===== config.mk =====
export PLATFORM = sky130hd
export DESIGN_NAME = hashed_client_table_top
export DESIGN_NICKNAME = d
export VERILOG_FILES = /design/src/design/hct_pkg.sv /design/src/design/hct_ctrl.sv /design/src/design/hct_dpath.sv /design/src/design/hashed_client_table_top.sv
export VERILOG_INCLUDE_DIRS = /design/src /design/src/design
export SDC_FILE = /design/constraint.sdc
export NUM_CORES = 2
export LEC_CHECK = 0
export BUFFER_PORTS_ARGS = -buffer_cell sky130_fd_sc_hd__buf_2
export CORE_ASPECT_RATIO = 0.6
export CORE_MARGIN = 1
export CORE_UTILIZATION = 54
export DETAILED_ROUTE_END_ITERATION = 8
export PLACE_DENSITY_LB_ADDON = 0.15
export SYNTH_ARGS = -nofsm -noshare
export SYNTH_HDL_FRONTEND = slang
export SYNTH_SLANG_ARGS = --single-unit
export TNS_END_PERCENT = 100

===== constraint.sdc =====
create_clock -name i_clk -period 5.3 [get_ports i_clk]
set_input_delay 0.795 -clock i_clk [delete_from_list [all_inputs] [get_ports i_clk]]
set_output_delay 0.795 -clock i_clk [all_outputs]
set_load 0.05 [all_outputs]

===== src/design/hashed_client_table_top_defines.svh =====
// Assertion macros for the hashed client table.
// Used by modules that carry i_clk and i_rst_n; no other dependencies.
`ifndef HASHED_CLIENT_TABLE_TOP_DEFINES_SVH
`define HASHED_CLIENT_TABLE_TOP_DEFINES_SVH

// Same-cycle implication, disabled while in reset.
`define HCT_ASSERT_NOW(lbl, ante, cons, msg) \
    lbl: assert property (@(posedge i_clk) disable iff (!i_rst_n) (ante) |-> (cons)) \
        else $error(msg);

// Next-cycle implication, disabled while in reset.
`define HCT_ASSERT_NEXT(lbl, ante, cons, msg) \
    lbl: assert property (@(posedge i_clk) disable iff (!i_rst_n) (ante) |=> (cons)) \
        else $error(msg);

`endif


===== src/design/hct_pkg.sv =====
// Shared types, codes and defaults for the hashed client table.
// No dependencies; imported by every module of the block.
`default_nettype none

package hct_pkg;

    localparam int HCT_BUCKETS_DEF = 16;
    localparam int HCT_WAYS_DEF    = 4;

    localparam int HCT_KEY_W  = 16;
    localparam int HCT_CID_W  = 16;
    localparam int HCT_GID_W  = 8;

    // key is reduced modulo the bucket count a nibble per cycle, MSB first
    localparam int HCT_HASH_BITS  = 4;
    localparam int HCT_HASH_STEPS = HCT_KEY_W / HCT_HASH_BITS;
    localparam int HCT_DIG_W      = $clog2(HCT_HASH_STEPS);

    localparam logic [1:0] HCT_CMD_INSERT = 2'd0;
    localparam logic [1:0] HCT_CMD_LOOKUP = 2'd1;
    localparam logic [1:0] HCT_CMD_DELETE = 2'd2;

    localparam logic [1:0] HCT_ST_OK   = 2'd0;
    localparam logic [1:0] HCT_ST_MISS = 2'd1;
    localparam logic [1:0] HCT_ST_FULL = 2'd2;

    typedef struct packed {
        logic [1:0]           cmd;
        logic [HCT_KEY_W-1:0] descriptor;
        logic [HCT_CID_W-1:0] client_id;
        logic [HCT_GID_W-1:0] group_id;
    } t_req;

    typedef struct packed {
        logic [1:0]           status;
        logic [HCT_CID_W-1:0] found_client;
        logic [HCT_GID_W-1:0] found_group;
    } t_rsp;

    // controller -> datapath
    typedef struct packed {
        logic       load;
        logic       hash;
        logic       fill_rd;
        logic       way_clr;
        logic       slot_rd;
        logic       sh_rd;
        logic       way_inc;
        logic       ins_wr;
        logic       del_fill;
        logic       sh_wr;
        logic       take_hit;
        logic       emit;
        logic [1:0] status;
    } t_dp_ctl;

    // datapath -> controller
    typedef struct packed {
        logic [1:0] cmd;
        logic       hash_last;
        logic       full;
        logic       way_end;
        logic       last_cmp;
        logic       shift_end;
        logic       key_hit;
    } t_dp_sts;

endpackage

`default_nettype wire


===== src/design/hct_ctrl.sv =====
// Sequencing state machine of the hashed client table.
// Depends on hct_pkg and hashed_client_table_top_defines.svh.
`default_nettype none
`include "hashed_client_table_top_defines.svh"

module hct_ctrl (
    input  wire logic             i_clk,
    input  wire logic             i_rst_n,
    input  wire logic             i_start,
    input  wire hct_pkg::t_dp_sts i_sts,
    output hct_pkg::t_dp_ctl      o_ctl,
    output logic                  o_busy
);
    import hct_pkg::*;

    typedef enum logic [6:0] {
        S_IDLE     = 7'b0000001,
        S_HASH     = 7'b0000010,
        S_FILL     = 7'b0000100,
        S_DISPATCH = 7'b0001000,
        S_CMP      = 7'b0010000,
        S_SH_RD    = 7'b0100000,
        S_SH_WR    = 7'b1000000
    } t_state;

    t_state r_state;
    t_state n_state;

    assign o_busy = (r_state != S_IDLE);

    always_comb begin
        n_state = r_state;
        o_ctl   = '0;
        o_ctl.status = HCT_ST_MISS;
        case (r_state)
            S_IDLE: begin
                if (i_start) begin
                    o_ctl.load = 1'b1;
                    n_state    = S_HASH;
                end
            end
            S_HASH: begin
                o_ctl.hash = 1'b1;
                if (i_sts.hash_last) begin
                    n_state = S_FILL;
                end
            end
            S_FILL: begin
                o_ctl.fill_rd = 1'b1;
                o_ctl.way_clr = 1'b1;
                n_state       = S_DISPATCH;
            end
            S_DISPATCH: begin
                case (i_sts.cmd)
                    HCT_CMD_INSERT: begin
                        o_ctl.emit = 1'b1;
                        n_state    = S_IDLE;
                        if (i_sts.full) begin
                            o_ctl.status = HCT_ST_FULL;
                        end else begin
                            o_ctl.ins_wr = 1'b1;
                            o_ctl.status = HCT_ST_OK;
                        end
                    end
                    HCT_CMD_LOOKUP, HCT_CMD_DELETE: begin
                        if (i_sts.way_end) begin
                            o_ctl.emit = 1'b1;
                            n_state    = S_IDLE;
                        end else begin
                            o_ctl.slot_rd = 1'b1;
                            n_state       = S_CMP;
                        end
                    end
                    default: begin
                        // unused command: no change, reported as a miss
                        o_ctl.emit = 1'b1;
                        n_state    = S_IDLE;
                    end
                endcase
            end
            S_CMP: begin
                if (i_sts.key_hit) begin
                    o_ctl.status = HCT_ST_OK;
                    if (i_sts.cmd == HCT_CMD_LOOKUP) begin
                        o_ctl.take_hit = 1'b1;
                        o_ctl.emit     = 1'b1;
                        n_state        = S_IDLE;
                    end else begin
                        o_ctl.del_fill = 1'b1;
                        if (i_sts.last_cmp) begin
                            o_ctl.emit = 1'b1;
                            n_state    = S_IDLE;
                        end else begin
                            o_ctl.sh_rd = 1'b1;
                            n_state     = S_SH_WR;
                        end
                    end
                end else if (i_sts.last_cmp) begin
                    o_ctl.emit = 1'b1;
                    n_state    = S_IDLE;
                end else begin
                    // read the next way while stepping onto it
                    o_ctl.sh_rd   = 1'b1;
                    o_ctl.way_inc = 1'b1;
                end
            end
            S_SH_RD: begin
                o_ctl.sh_rd = 1'b1;
                n_state     = S_SH_WR;
            end
            S_SH_WR: begin
                o_ctl.sh_wr   = 1'b1;
                o_ctl.way_inc = 1'b1;
                if (i_sts.shift_end) begin
                    o_ctl.emit   = 1'b1;
                    o_ctl.status = HCT_ST_OK;
                    n_state      = S_IDLE;
                end else begin
                    n_state = S_SH_RD;
                end
            end
            default: begin
                n_state = S_IDLE;
            end
        endcase
    end

    always_ff @(posedge i_clk) begin
        if (!i_rst_n) begin
            r_state <= S_IDLE;
        end else begin
            r_state <= n_state;
        end
    end

    `HCT_ASSERT_NEXT(a_emit_then_idle, o_ctl.emit, r_state == S_IDLE, "emit did not end request")
    `HCT_ASSERT_NEXT(a_accept_to_hash, i_start && !o_busy, r_state == S_HASH, "accept lost")
    `HCT_ASSERT_NOW(a_cmp_within_fill, r_state == S_CMP, !i_sts.way_end, "compare past fill")

endmodule

`default_nettype wire


===== src/design/hct_dpath.sv =====
// Datapath of the hashed client table: hash unit, fill and slot memories, result.
// Depends on hct_pkg.
`default_nettype none

module hct_dpath #(
    parameter int BUCKETS = hct_pkg::HCT_BUCKETS_DEF,
    parameter int WAYS    = hct_pkg::HCT_WAYS_DEF
) (
    input  wire logic             i_clk,
    input  wire logic             i_rst_n,
    input  wire hct_pkg::t_req    i_req,
    input  wire hct_pkg::t_dp_ctl i_ctl,
    output hct_pkg::t_dp_sts      o_sts,
    output hct_pkg::t_rsp         o_rsp,
    output logic                  o_done
);
    import hct_pkg::*;

    localparam int SLOTS  = BUCKETS * WAYS;
    localparam int BKT_W  = (BUCKETS > 1) ? $clog2(BUCKETS) : 1;
    localparam int ACC_W  = BKT_W + 1;
    localparam int SLOT_W = (SLOTS > 1) ? $clog2(SLOTS) : 1;
    localparam int CNT_W  = $clog2(WAYS + 1);
    localparam int CNTX_W = CNT_W + 1;

    typedef struct packed {
        logic [HCT_KEY_W-1:0] key;
        logic [HCT_CID_W-1:0] client;
        logic [HCT_GID_W-1:0] group;
    } t_slot;

    t_slot                r_slot_mem [SLOTS];
    logic [CNT_W-1:0]     r_fill_mem [BUCKETS];
    logic [BUCKETS-1:0]   r_bkt_vld;

    t_req                 r_req;
    logic [HCT_KEY_W-1:0] r_ksh;
    logic [HCT_DIG_W-1:0] r_dig;
    logic [BKT_W-1:0]     r_rem;
    logic [BKT_W-1:0]     n_rem;
    logic [SLOT_W-1:0]    r_base;
    logic [CNT_W-1:0]     r_fill_q;
    logic                 r_bv_q;
    logic [CNT_W-1:0]     r_way;
    t_slot                r_slot_q;
    logic [1:0]           r_status;
    logic [HCT_CID_W-1:0] r_fc;
    logic [HCT_GID_W-1:0] r_fg;
    logic                 r_done;

    logic [ACC_W-1:0]     v_acc;
    logic [CNT_W-1:0]     v_fill;
    logic [SLOT_W-1:0]    v_way_addr;
    logic [SLOT_W-1:0]    v_rd_addr;
    logic [SLOT_W-1:0]    v_wr_addr;
    t_slot                v_wr_data;

    // one nibble of restoring modulo reduction
    always_comb begin
        n_rem = r_rem;
        v_acc = '0;
        for (int i = 0; i < HCT_HASH_BITS; i++) begin
            v_acc = {n_rem, r_ksh[HCT_KEY_W-1-i]};
            if (v_acc >= ACC_W'(BUCKETS)) begin
                v_acc = v_acc - ACC_W'(BUCKETS);
            end
            n_rem = v_acc[BKT_W-1:0];
        end
    end

    // a bucket never written counts as empty
    assign v_fill     = r_bv_q ? r_fill_q : '0;
    assign v_way_addr = r_base + SLOT_W'(r_way);
    assign v_rd_addr  = i_ctl.sh_rd ? v_way_addr + SLOT_W'(1) : v_way_addr;
    assign v_wr_addr  = i_ctl.ins_wr ? r_base + SLOT_W'(v_fill) : v_way_addr;

    always_comb begin
        if (i_ctl.ins_wr) begin
            v_wr_data.key    = r_req.descriptor;
            v_wr_data.client = r_req.client_id;
            v_wr_data.group  = r_req.group_id;
        end else begin
            v_wr_data = r_slot_q;
        end
    end

    always_comb begin
        o_sts.cmd       = r_req.cmd;
        o_sts.hash_last = (r_dig == HCT_DIG_W'(HCT_HASH_STEPS - 1));
        o_sts.full      = (v_fill == CNT_W'(WAYS));
        o_sts.way_end   = (r_way >= v_fill);
        o_sts.last_cmp  = ((CNTX_W'(r_way) + CNTX_W'(1)) >= CNTX_W'(v_fill));
        o_sts.shift_end = ((CNTX_W'(r_way) + CNTX_W'(2)) >= CNTX_W'(v_fill));
        o_sts.key_hit   = (r_slot_q.key == r_req.descriptor);
    end

    // slot memory: one read, one write port
    always_ff @(posedge i_clk) begin
        if (i_ctl.ins_wr || i_ctl.sh_wr) begin
            r_slot_mem[v_wr_addr] <= v_wr_data;
        end
        if (i_ctl.slot_rd || i_ctl.sh_rd) begin
            r_slot_q <= r_slot_mem[v_rd_addr];
        end
    end

    // fill count memory, one entry per bucket
    always_ff @(posedge i_clk) begin
        if (i_ctl.ins_wr) begin
            r_fill_mem[r_rem] <= v_fill + CNT_W'(1);
        end else if (i_ctl.del_fill) begin
            r_fill_mem[r_rem] <= v_fill - CNT_W'(1);
        end
        if (i_ctl.fill_rd) begin
            r_fill_q <= r_fill_mem[r_rem];
        end
    end

    always_ff @(posedge i_clk) begin
        if (!i_rst_n) begin
            r_bkt_vld <= '0;
            r_bv_q    <= 1'b0;
            r_done    <= 1'b0;
        end else begin
            if (i_ctl.ins_wr) begin
                r_bkt_vld[r_rem] <= 1'b1;
            end
            if (i_ctl.fill_rd) begin
                r_bv_q <= r_bkt_vld[r_rem];
            end
            r_done <= i_ctl.emit;
        end
    end

    always_ff @(posedge i_clk) begin
        if (i_ctl.load) begin
            r_req <= i_req;
            r_ksh <= i_req.descriptor;
            r_dig <= '0;
            r_rem <= '0;
            r_fc  <= '0;
            r_fg  <= '0;
        end else if (i_ctl.hash) begin
            r_ksh <= r_ksh << HCT_HASH_BITS;
            r_dig <= r_dig + HCT_DIG_W'(1);
            r_rem <= n_rem;
        end
        if (i_ctl.fill_rd) begin
            r_base <= SLOT_W'(r_rem) * SLOT_W'(WAYS);
        end
        if (i_ctl.way_clr) begin
            r_way <= '0;
        end else if (i_ctl.way_inc) begin
            r_way <= r_way + CNT_W'(1);
        end
        if (i_ctl.take_hit) begin
            r_fc <= r_slot_q.client;
            r_fg <= r_slot_q.group;
        end
        if (i_ctl.emit) begin
            r_status <= i_ctl.status;
        end
    end

    assign o_rsp.status       = r_status;
    assign o_rsp.found_client = r_fc;
    assign o_rsp.found_group  = r_fg;
    assign o_done             = r_done;

endmodule

`default_nettype wire


===== src/design/hashed_client_table_top.sv =====
// Top level of the hashed client table: controller plus datapath.
// Depends on hct_pkg, hct_ctrl and hct_dpath.
//
//   port        dir  kind       notes
//   start/busy  in   handshake  request taken when start && !busy
//   i_req       in   payload    cmd, descriptor, client_id, group_id
//   o_done      out  strobe     one cycle per result, cannot be held off
//   o_rsp       out  payload    status, found_client, found_group
//
// Sequence: the key is reduced modulo BUCKETS a nibble per cycle, then the
//   bucket's fill count is read and the command dispatched; an insert emits
//   its result from the dispatch state. Lookup/delete compare the ways walked
//   one at a time through the single slot-memory read port, and a delete that
//   shifts entries down on compaction alternates shift reads and shift writes.
// Reset: synchronous, active low; clears the state machine, the per-bucket
//   valid flags and the result strobe. No clearing pass is needed.
// busy drops in the result cycle, so the next request may follow at once.
`default_nettype none

module hashed_client_table_top #(
    parameter int BUCKETS = hct_pkg::HCT_BUCKETS_DEF,
    parameter int WAYS    = hct_pkg::HCT_WAYS_DEF
) (
    input  wire logic          i_clk,
    input  wire logic          i_rst_n,
    input  wire logic          start,
    output logic               busy,
    input  wire hct_pkg::t_req i_req,
    output logic               o_done,
    output hct_pkg::t_rsp      o_rsp
);
    import hct_pkg::*;

    t_dp_ctl w_ctl;
    t_dp_sts w_sts;

    // sequencing only; all storage lives in the datapath
    hct_ctrl u_ctrl (
        .i_clk   (i_clk),
        .i_rst_n (i_rst_n),
        .i_start (start),
        .i_sts   (w_sts),
        .o_ctl   (w_ctl),
        .o_busy  (busy)
    );

    // hash unit, fill counts, slot memory and result registers
    hct_dpath #(
        .BUCKETS (BUCKETS),
        .WAYS    (WAYS)
    ) u_dpath (
        .i_clk   (i_clk),
        .i_rst_n (i_rst_n),
        .i_req   (i_req),
        .i_ctl   (w_ctl),
        .o_sts   (w_sts),
        .o_rsp   (o_rsp),
        .o_done  (o_done)
    );

endmodule

`default_nettype wire


After elaboration in Yosys (flattened, before gate mapping)
Memory sizes are Yosys's and may differ from the RTL's. A register that Yosys moved wholly into a read port is not among the register bits.
Cells that the tools add are included.
{ "word_totals": {"ff_bits": 122, "latch_bits": 0, "ram_bits": 2608, "rom_bits": 0, "in_bits": 45, "out_inout_bits": 28, "memories": 2} }
{ "mem_list": {"columns": ["memory", "depth", "word_bits", "read_ports", "rd_ports_with_merged_regs", "write_ports", "line_no", "text"], "rows": [
  ["u_dpath.r_slot_mem", 64, 40, 1, 1, 1, "hct_dpath.sv:32", "t_slot r_slot_mem [SLOTS];"],
  ["u_dpath.r_fill_mem", 16, 3, 1, 1, 1, "hct_dpath.sv:33", "logic [CNT_W-1:0] r_fill_mem [BUCKETS];"]
]} }
{ "classes": {"addsub": 13, "multipliers": 0, "div_mod_pow": 0, "n_lt_le_gt_ge": 9, "eq_ne": 16, "shifts": 0, "n_mux": 70, "bitwise_logic": 2, "n_reduce_logical": 8} }
{ "op_table": {"columns": ["op", "n"], "rows": [
  ["16-bit 2-to-1 mux", 4],
  ["7-bit case mux with 7 select lines", 1],
  ["7-bit 2-to-1 mux", 6],
  ["40-bit 2-to-1 mux", 1],
  ["1-bit 2-to-1 mux", 35],
  ["5-bit greater-or-equal comparator, second input constant", 4],
  ["6-bit 2-to-1 mux", 3],
  ["16-bit == test", 1],
  ["4-bit 2-to-1 mux", 4],
  ["8-bit 2-to-1 mux", 2],
  ["16-bit OR", 1],
  ["4-bit by 1-bit subtractor with 4-bit output, second input constant", 4],
  ["6-bit by 3-bit adder with 6-bit output", 2],
  ["5-bit 2-to-1 mux", 2],
  ["3-bit 2-to-1 mux", 3],
  ["3-bit case mux with 3 select lines", 1],
  ["4-bit by 3-bit greater-or-equal comparator with 1-bit output", 2],
  ["2-bit 2-to-1 mux", 4],
  ["7-bit by 1-bit == test with 1-bit output, second input constant", 1],
  ["7-bit by 2-bit == test with 1-bit output, second input constant", 1],
  ["7-bit by 3-bit == test with 1-bit output, second input constant", 1],
  ["7-bit by 4-bit == test with 1-bit output, second input constant", 1],
  ["7-bit by 5-bit == test with 1-bit output, second input constant", 1],
  ["7-bit by 6-bit == test with 1-bit output, second input constant", 1],
  ["other kinds (27)", 32]
]} }

Logic depth before layout (Yosys ltp)
{ "logic_depth": {"word_depth": 8, "depth_mapped": 19} }

Hierarchy
A second synthesis with hierarchy kept.
{ "unflattened": {"hier_cells": 7878, "hier_area_um2": 133962.2} }
{ "modules_own_cells": {"columns": ["mod", "instances", "cells_per_inst", "area_per_inst_um2", "seq_area_each_um2"], "rows": [
  ["hct_dpath", 1, 7794, 133331.6, 82789.4],
  ["hct_ctrl", 1, 84, 630.6, 140.1]
]} }

Worst setup path before layout
OpenSTA, ideal clock, no wires.
{ "synth_timing": {"path_type": "register -> register", "from": "reg u_dpath.r_way[1]", "to": "mem u_dpath.r_slot_mem[10][0] (netlist name), enable pin", "setup_ns": 0.438, "arrival_ns": 4.407, "required_ns": 4.862, "slack_ns": 0.455, "stages_incl_launch_ff": 10, "n_path_buf": 5, "synth_period_minus_slack_ns": 4.845, "path_cell_list": "dfxtp_1 buf_2 buf_2 buf_2 buf_1 clkbuf_1 nand2_1 o21ai_1 nand4_1 nor2_1"} }
{ "synth_between": {"elab_chain_len": 2} }
{ "synth_rtl": {"columns": ["item", "line_no", "text"], "rows": [
  ["from (decl)", "hct_dpath.sv:44", "logic [CNT_W-1:0] r_way;"],
  ["from (signal assigned)", "hct_dpath.sv:154", "r_way <= r_way + CNT_W'(1);"],
  ["6-bit by 3-bit adder with 6-bit output", "hct_dpath.sv:73", "assign v_way_addr = r_base + SLOT_W'(r_way);"],
  ["6-bit 2-to-1 mux", "hct_dpath.sv:75", "assign v_wr_addr = i_ctl.ins_wr ? r_base + SLOT_W'(v_fill) : v_way_addr;"],
  ["to (decl)", "hct_dpath.sv:32", null]
]} }
Every way passes these cells.

Worst setup path after layout
{ "layout_timing": {"from": "reg u_dpath.r_slot_q[25] (netlist name)", "to": "reg u_dpath.r_slot_q[24] (netlist name)"} }
{ "layout_between": {"elab_chain_len": 4} }
{ "layout_rtl": {"columns": ["item", "line_no", "text"], "rows": [
  ["16-bit == test *", "hct_dpath.sv:94", "o_sts.key_hit = (r_slot_q.key == r_req.descriptor);"],
  ["1-bit 2-to-1 mux *", "hct_ctrl.sv:82", "if (i_sts.key_hit) begin"],
  ["1-bit case mux with 2 select lines *", "hct_ctrl.sv:35", "case (r_state)"],
  ["6-bit 2-to-1 mux or 1-bit logical OR (tied branches)", "hct_dpath.sv:74, hct_dpath.sv:102", null]
]} }
Mark *: on every way between the ends. The rest lies on a longest branch, timed or not.
A chain may end at the register's enable or synchronous reset.

==> impl_metrics.toml <==
[outcome]
status = "finished, violations left"
violations = "negative setup slack"

[timing]
layout_setup_ws_ns = -0.01131
finalHoldViolations = 0
tightest_slew_ns = 1.405
fmax_mhz = 188.3
final.setup.tns_ns = -0.01131
slew_viol_final = 0
fin_skew_ns = 0.03988
slew_headroom_pct = 6.309
report.final.setup_viol = 1
min_period_over_period_pct = 100.2
period_minus_slack_ns = 5.311

[route]
vias = 80942
ant_nets = 0
drc_errors = 0
wire_per_inst_um = 34.30
drt_wl_total_mm = 393.7
drtIter0Drc = 12458
routed_via_density = 7.052
dr.pass1.iters = 6

[power]
p_per_area_nw_per_um2 = 297.1
finalPower_mw = 42.49
p_leak_nw = 44.74
vdd_drop_max_mv = 0.2821

[synthesis]
synth_area_leader_cell = "edfxtp_1"
synthMuxAreaShare_pct = 19.76
synth_cell_types = 80
synthesis.nets = 8014
synth-adder-area-share_pct = 0.1890
syn-cell-area_um2 = 127100
synth_edf_count = 2739
synth_ff_type = "edfxtp_1"
synthSimpleGateAreaFrac_pct = 5.105
ys_top_cells_by_area = "edfxtp_1 65%, mux4_2 11%, mux2i_1 9.1%"
synthCells = 7951
syn_avg_cell_area_um2 = 15.99
async_reset_ff_share_pct = 0
synth_xor_area_share_pct = 0.2352
synth.yosys.seq_area_share_pct = 65.23
synth_top_family_by_area = "multiplexers"
synth_warnings = 0
synth-seq-cells = 2773
synth_compound_area_share_pct = 7.376
synth_top_area_share_pct = 64.70

[global_routing]
grt_use_total_pct = 32.61
use_met2_pct = 46.50
grt_use_met1_pct = 48.48
globalRouteMet3Util_pct = 8.749
antenna_found_initial = 8
grt_overflow = 0
grt_busiest_layer = "met1"
grt_pass1_vias = 77293
grt_pass1_wl_mm = 558.8
grt_max_degree = 107

[critical_path]
required_ns = 5.96
reg2reg_depth = 12
r2r_end = "u_dpath.r_slot_q[24]"
worstSetupStartpointType = "flip-flop"
rrSetupSlack_ns = -0.01
worstReg2RegStart = "u_dpath.r_slot_q[25]"
critPathCaptureType = "flip-flop"
worst-setup-path-type = "flip-flop to flip-flop"
cp.arrival_ns = 5.97
crit_path_max_fanout = 47

[cells_and_area]
layout-area-overhead-vs-synth_pct = 12.49
final_common_cell = "edfxtp_1"
multi_input_area_um2 = 42350
regArea_um2 = 82940
stdcell_count = 11478
num-fill-cells = 16803
final_cell_mix = "2,739 x edfxtp_1, 1,151 x mux2i_1, 658 x nand2_1, 593 x mux4_2, 355 x buf_4"
nets = 8211
drive_above_1_share_pct = 20.12

[floorplanning]
placementRows = 137
start_util_pct = 54.53
dieArea_um2 = 237400
core_area_um2 = 233100
die_x_um = 628.4
io_pins = 73
die_h_um = 377.8

[hold_path]
hold_start = "i_req[41]"
min_path_type = "input port to flip-flop"
hold_end = "u_dpath.o_sts[7]"
holdPathStages = 1

[clock_tree]
clock_path_buffers = 4
htreeDepth = 4
cts_setup_buffers = 0
cts.repair.resized = 0
cts_sinks = 2773
root_buffer = "clkbuf_16"
cts_tree = "yes"
ctsHoldBuffers = 0
clkLatencyLatePin_ns = 0.91
clk_pin_slew_ns = 0.07
cts_buffers = 249

[flow_run]
cap_violations = 0

[place]
detailedPlace.worstSlack_ns = 0.1134
dpl.hpwl_mm = 245.4
gp_congestion = 0.8824
place_inst = 11024
io_buffer_count = 72
cells in the mapped netlist, drive strengths merged, types with 13 or more instances:
| master | count |
|---|---|
| dfxtp | 34 |
| o21a | 49 |
| nor2b | 62 |
| o31a | 29 |
| nand4 | 52 |
| o22ai | 326 |
| a221oi | 13 |
| a211o | 31 |
| nor4b | 39 |
| or3 | 39 |
| and2 | 47 |
| o221ai | 64 |
| a31oi | 39 |
| buf | 228 |
| a311oi | 72 |
| nor4 | 37 |
| o311ai | 32 |
| a22oi | 38 |
| o21ai | 139 |
| inv | 15 |
| a2111oi | 22 |
| edfxtp | 2739 |
| nand2 | 703 |
| a21boi | 30 |
| a32o | 15 |
| mux4 | 593 |
| mux2i | 1151 |
| xor2 | 23 |
| nor3 | 57 |
| mux2 | 22 |
| and3 | 33 |
| a22o | 29 |
| nand3 | 87 |
| a21oi | 85 |
| a211oi | 219 |
| ha | 16 |
| clkbuf | 389 |
| nor2 | 233 |
| a311o | 31 |
registers in the layout (all words and copies together), names as in the netlist, 7 cells and up:
name                flops
u_dpath.r_slot_mem   2560
u_dpath.r_fill_mem     48
u_dpath.r_req          40
u_dpath.r_slot_q       40
u_dpath.r_bkt_vld      16
u_dpath.r_fc           16
u_dpath.r_ksh          16
u_dpath.r_fg            8
u_ctrl.r_state          7
how the worst max path moves through the flow:
stage,to,from,cells past startpoint,slack [ns]
3_5_place_dp,u_dpath.r_slot_q[24],u_dpath.r_slot_q[25],12,0.11
4_1_cts,u_dpath.r_slot_q[24],u_dpath.r_slot_q[25],12,0.09
5_1_grt,u_dpath.r_slot_q[24],u_dpath.r_slot_q[25],12,-0.02
3_3_place_gp,u_dpath.r_slot_q[18],u_dpath.r_slot_q[25],13,0.08
6_report,u_dpath.r_slot_q[24],u_dpath.r_slot_q[25],12,-0.01
2_1_floorplan,u_dpath.r_slot_mem[10][0],u_dpath.r_way[1],9,0.46
cell families after synthesis:
family,count (synthesis)
XOR/XNOR,32
multiplexers,1766
AND/OR/NAND/NOR,1418
buffers and inverters,634
adder cells (fa/ha/maj),18
AO/OA/AOI/OAI,1310
flip-flops,2773
critical path: stages, from the launching register on:
cell,delay (ns)
edfxtp_1,0.71
xor2_1,0.29
nor4_1,0.51
nand4_1,0.23
buf_4,0.27
a21o_4,0.42
nand2_4,0.45
buf_4,0.63
o22ai_1,0.20
o21a_1,0.21
nor4b_1,0.59
nand4_1,0.25
buf_4,0.21
power by group:
group	leakage, nW	internal, mW	switching [mW]
combinational	15.9	0.0978	0.212
clock	3.90	10.1	8.21
sequential	24.9	23.8	0.0387
total	44.7	34.0	8.46
per-layer routing:
metal | part of all wire, % | vias up
li1 | - | 32911
met3 | 13 | 781
met5 | 0.013 | -
met4 | 3.9 | 10
met1 | 41 | 41757
met2 | 43 | 5483
cell type report:
| cell class | count | share of cell area [%] |
|---|---|---|
| sequential | 2773 | 58.00 |
| clock inverter | 153 | 1.061 |
| timing repair buffer | 563 | 4.012 |
| tap | 3127 | 2.736 |
| antenna | 3 | 0.005250 |
| clock buffer | 298 | 4.530 |
| multi-input combinational | 4544 | 29.61 |
| inverter | 17 | 0.04462 |
through the flow:
| step | hold slack, ns | instance area (um^2) | utilization, % |
|---|---|---|---|
| after floorplan | 0.4064 | 127100 | - |
| after global placement | 0.4422 | 135000 | 57.89 |
| after detailed placement | 0.4538 | 135000 | 57.90 |
| after CTS | 0.02147 | 143000 | 61.33 |
| after global routing | 0.03280 | 143000 | 61.34 |
| final | 0.06964 | 143000 | 61.34 |
Power figures use the tool's default switching activity.
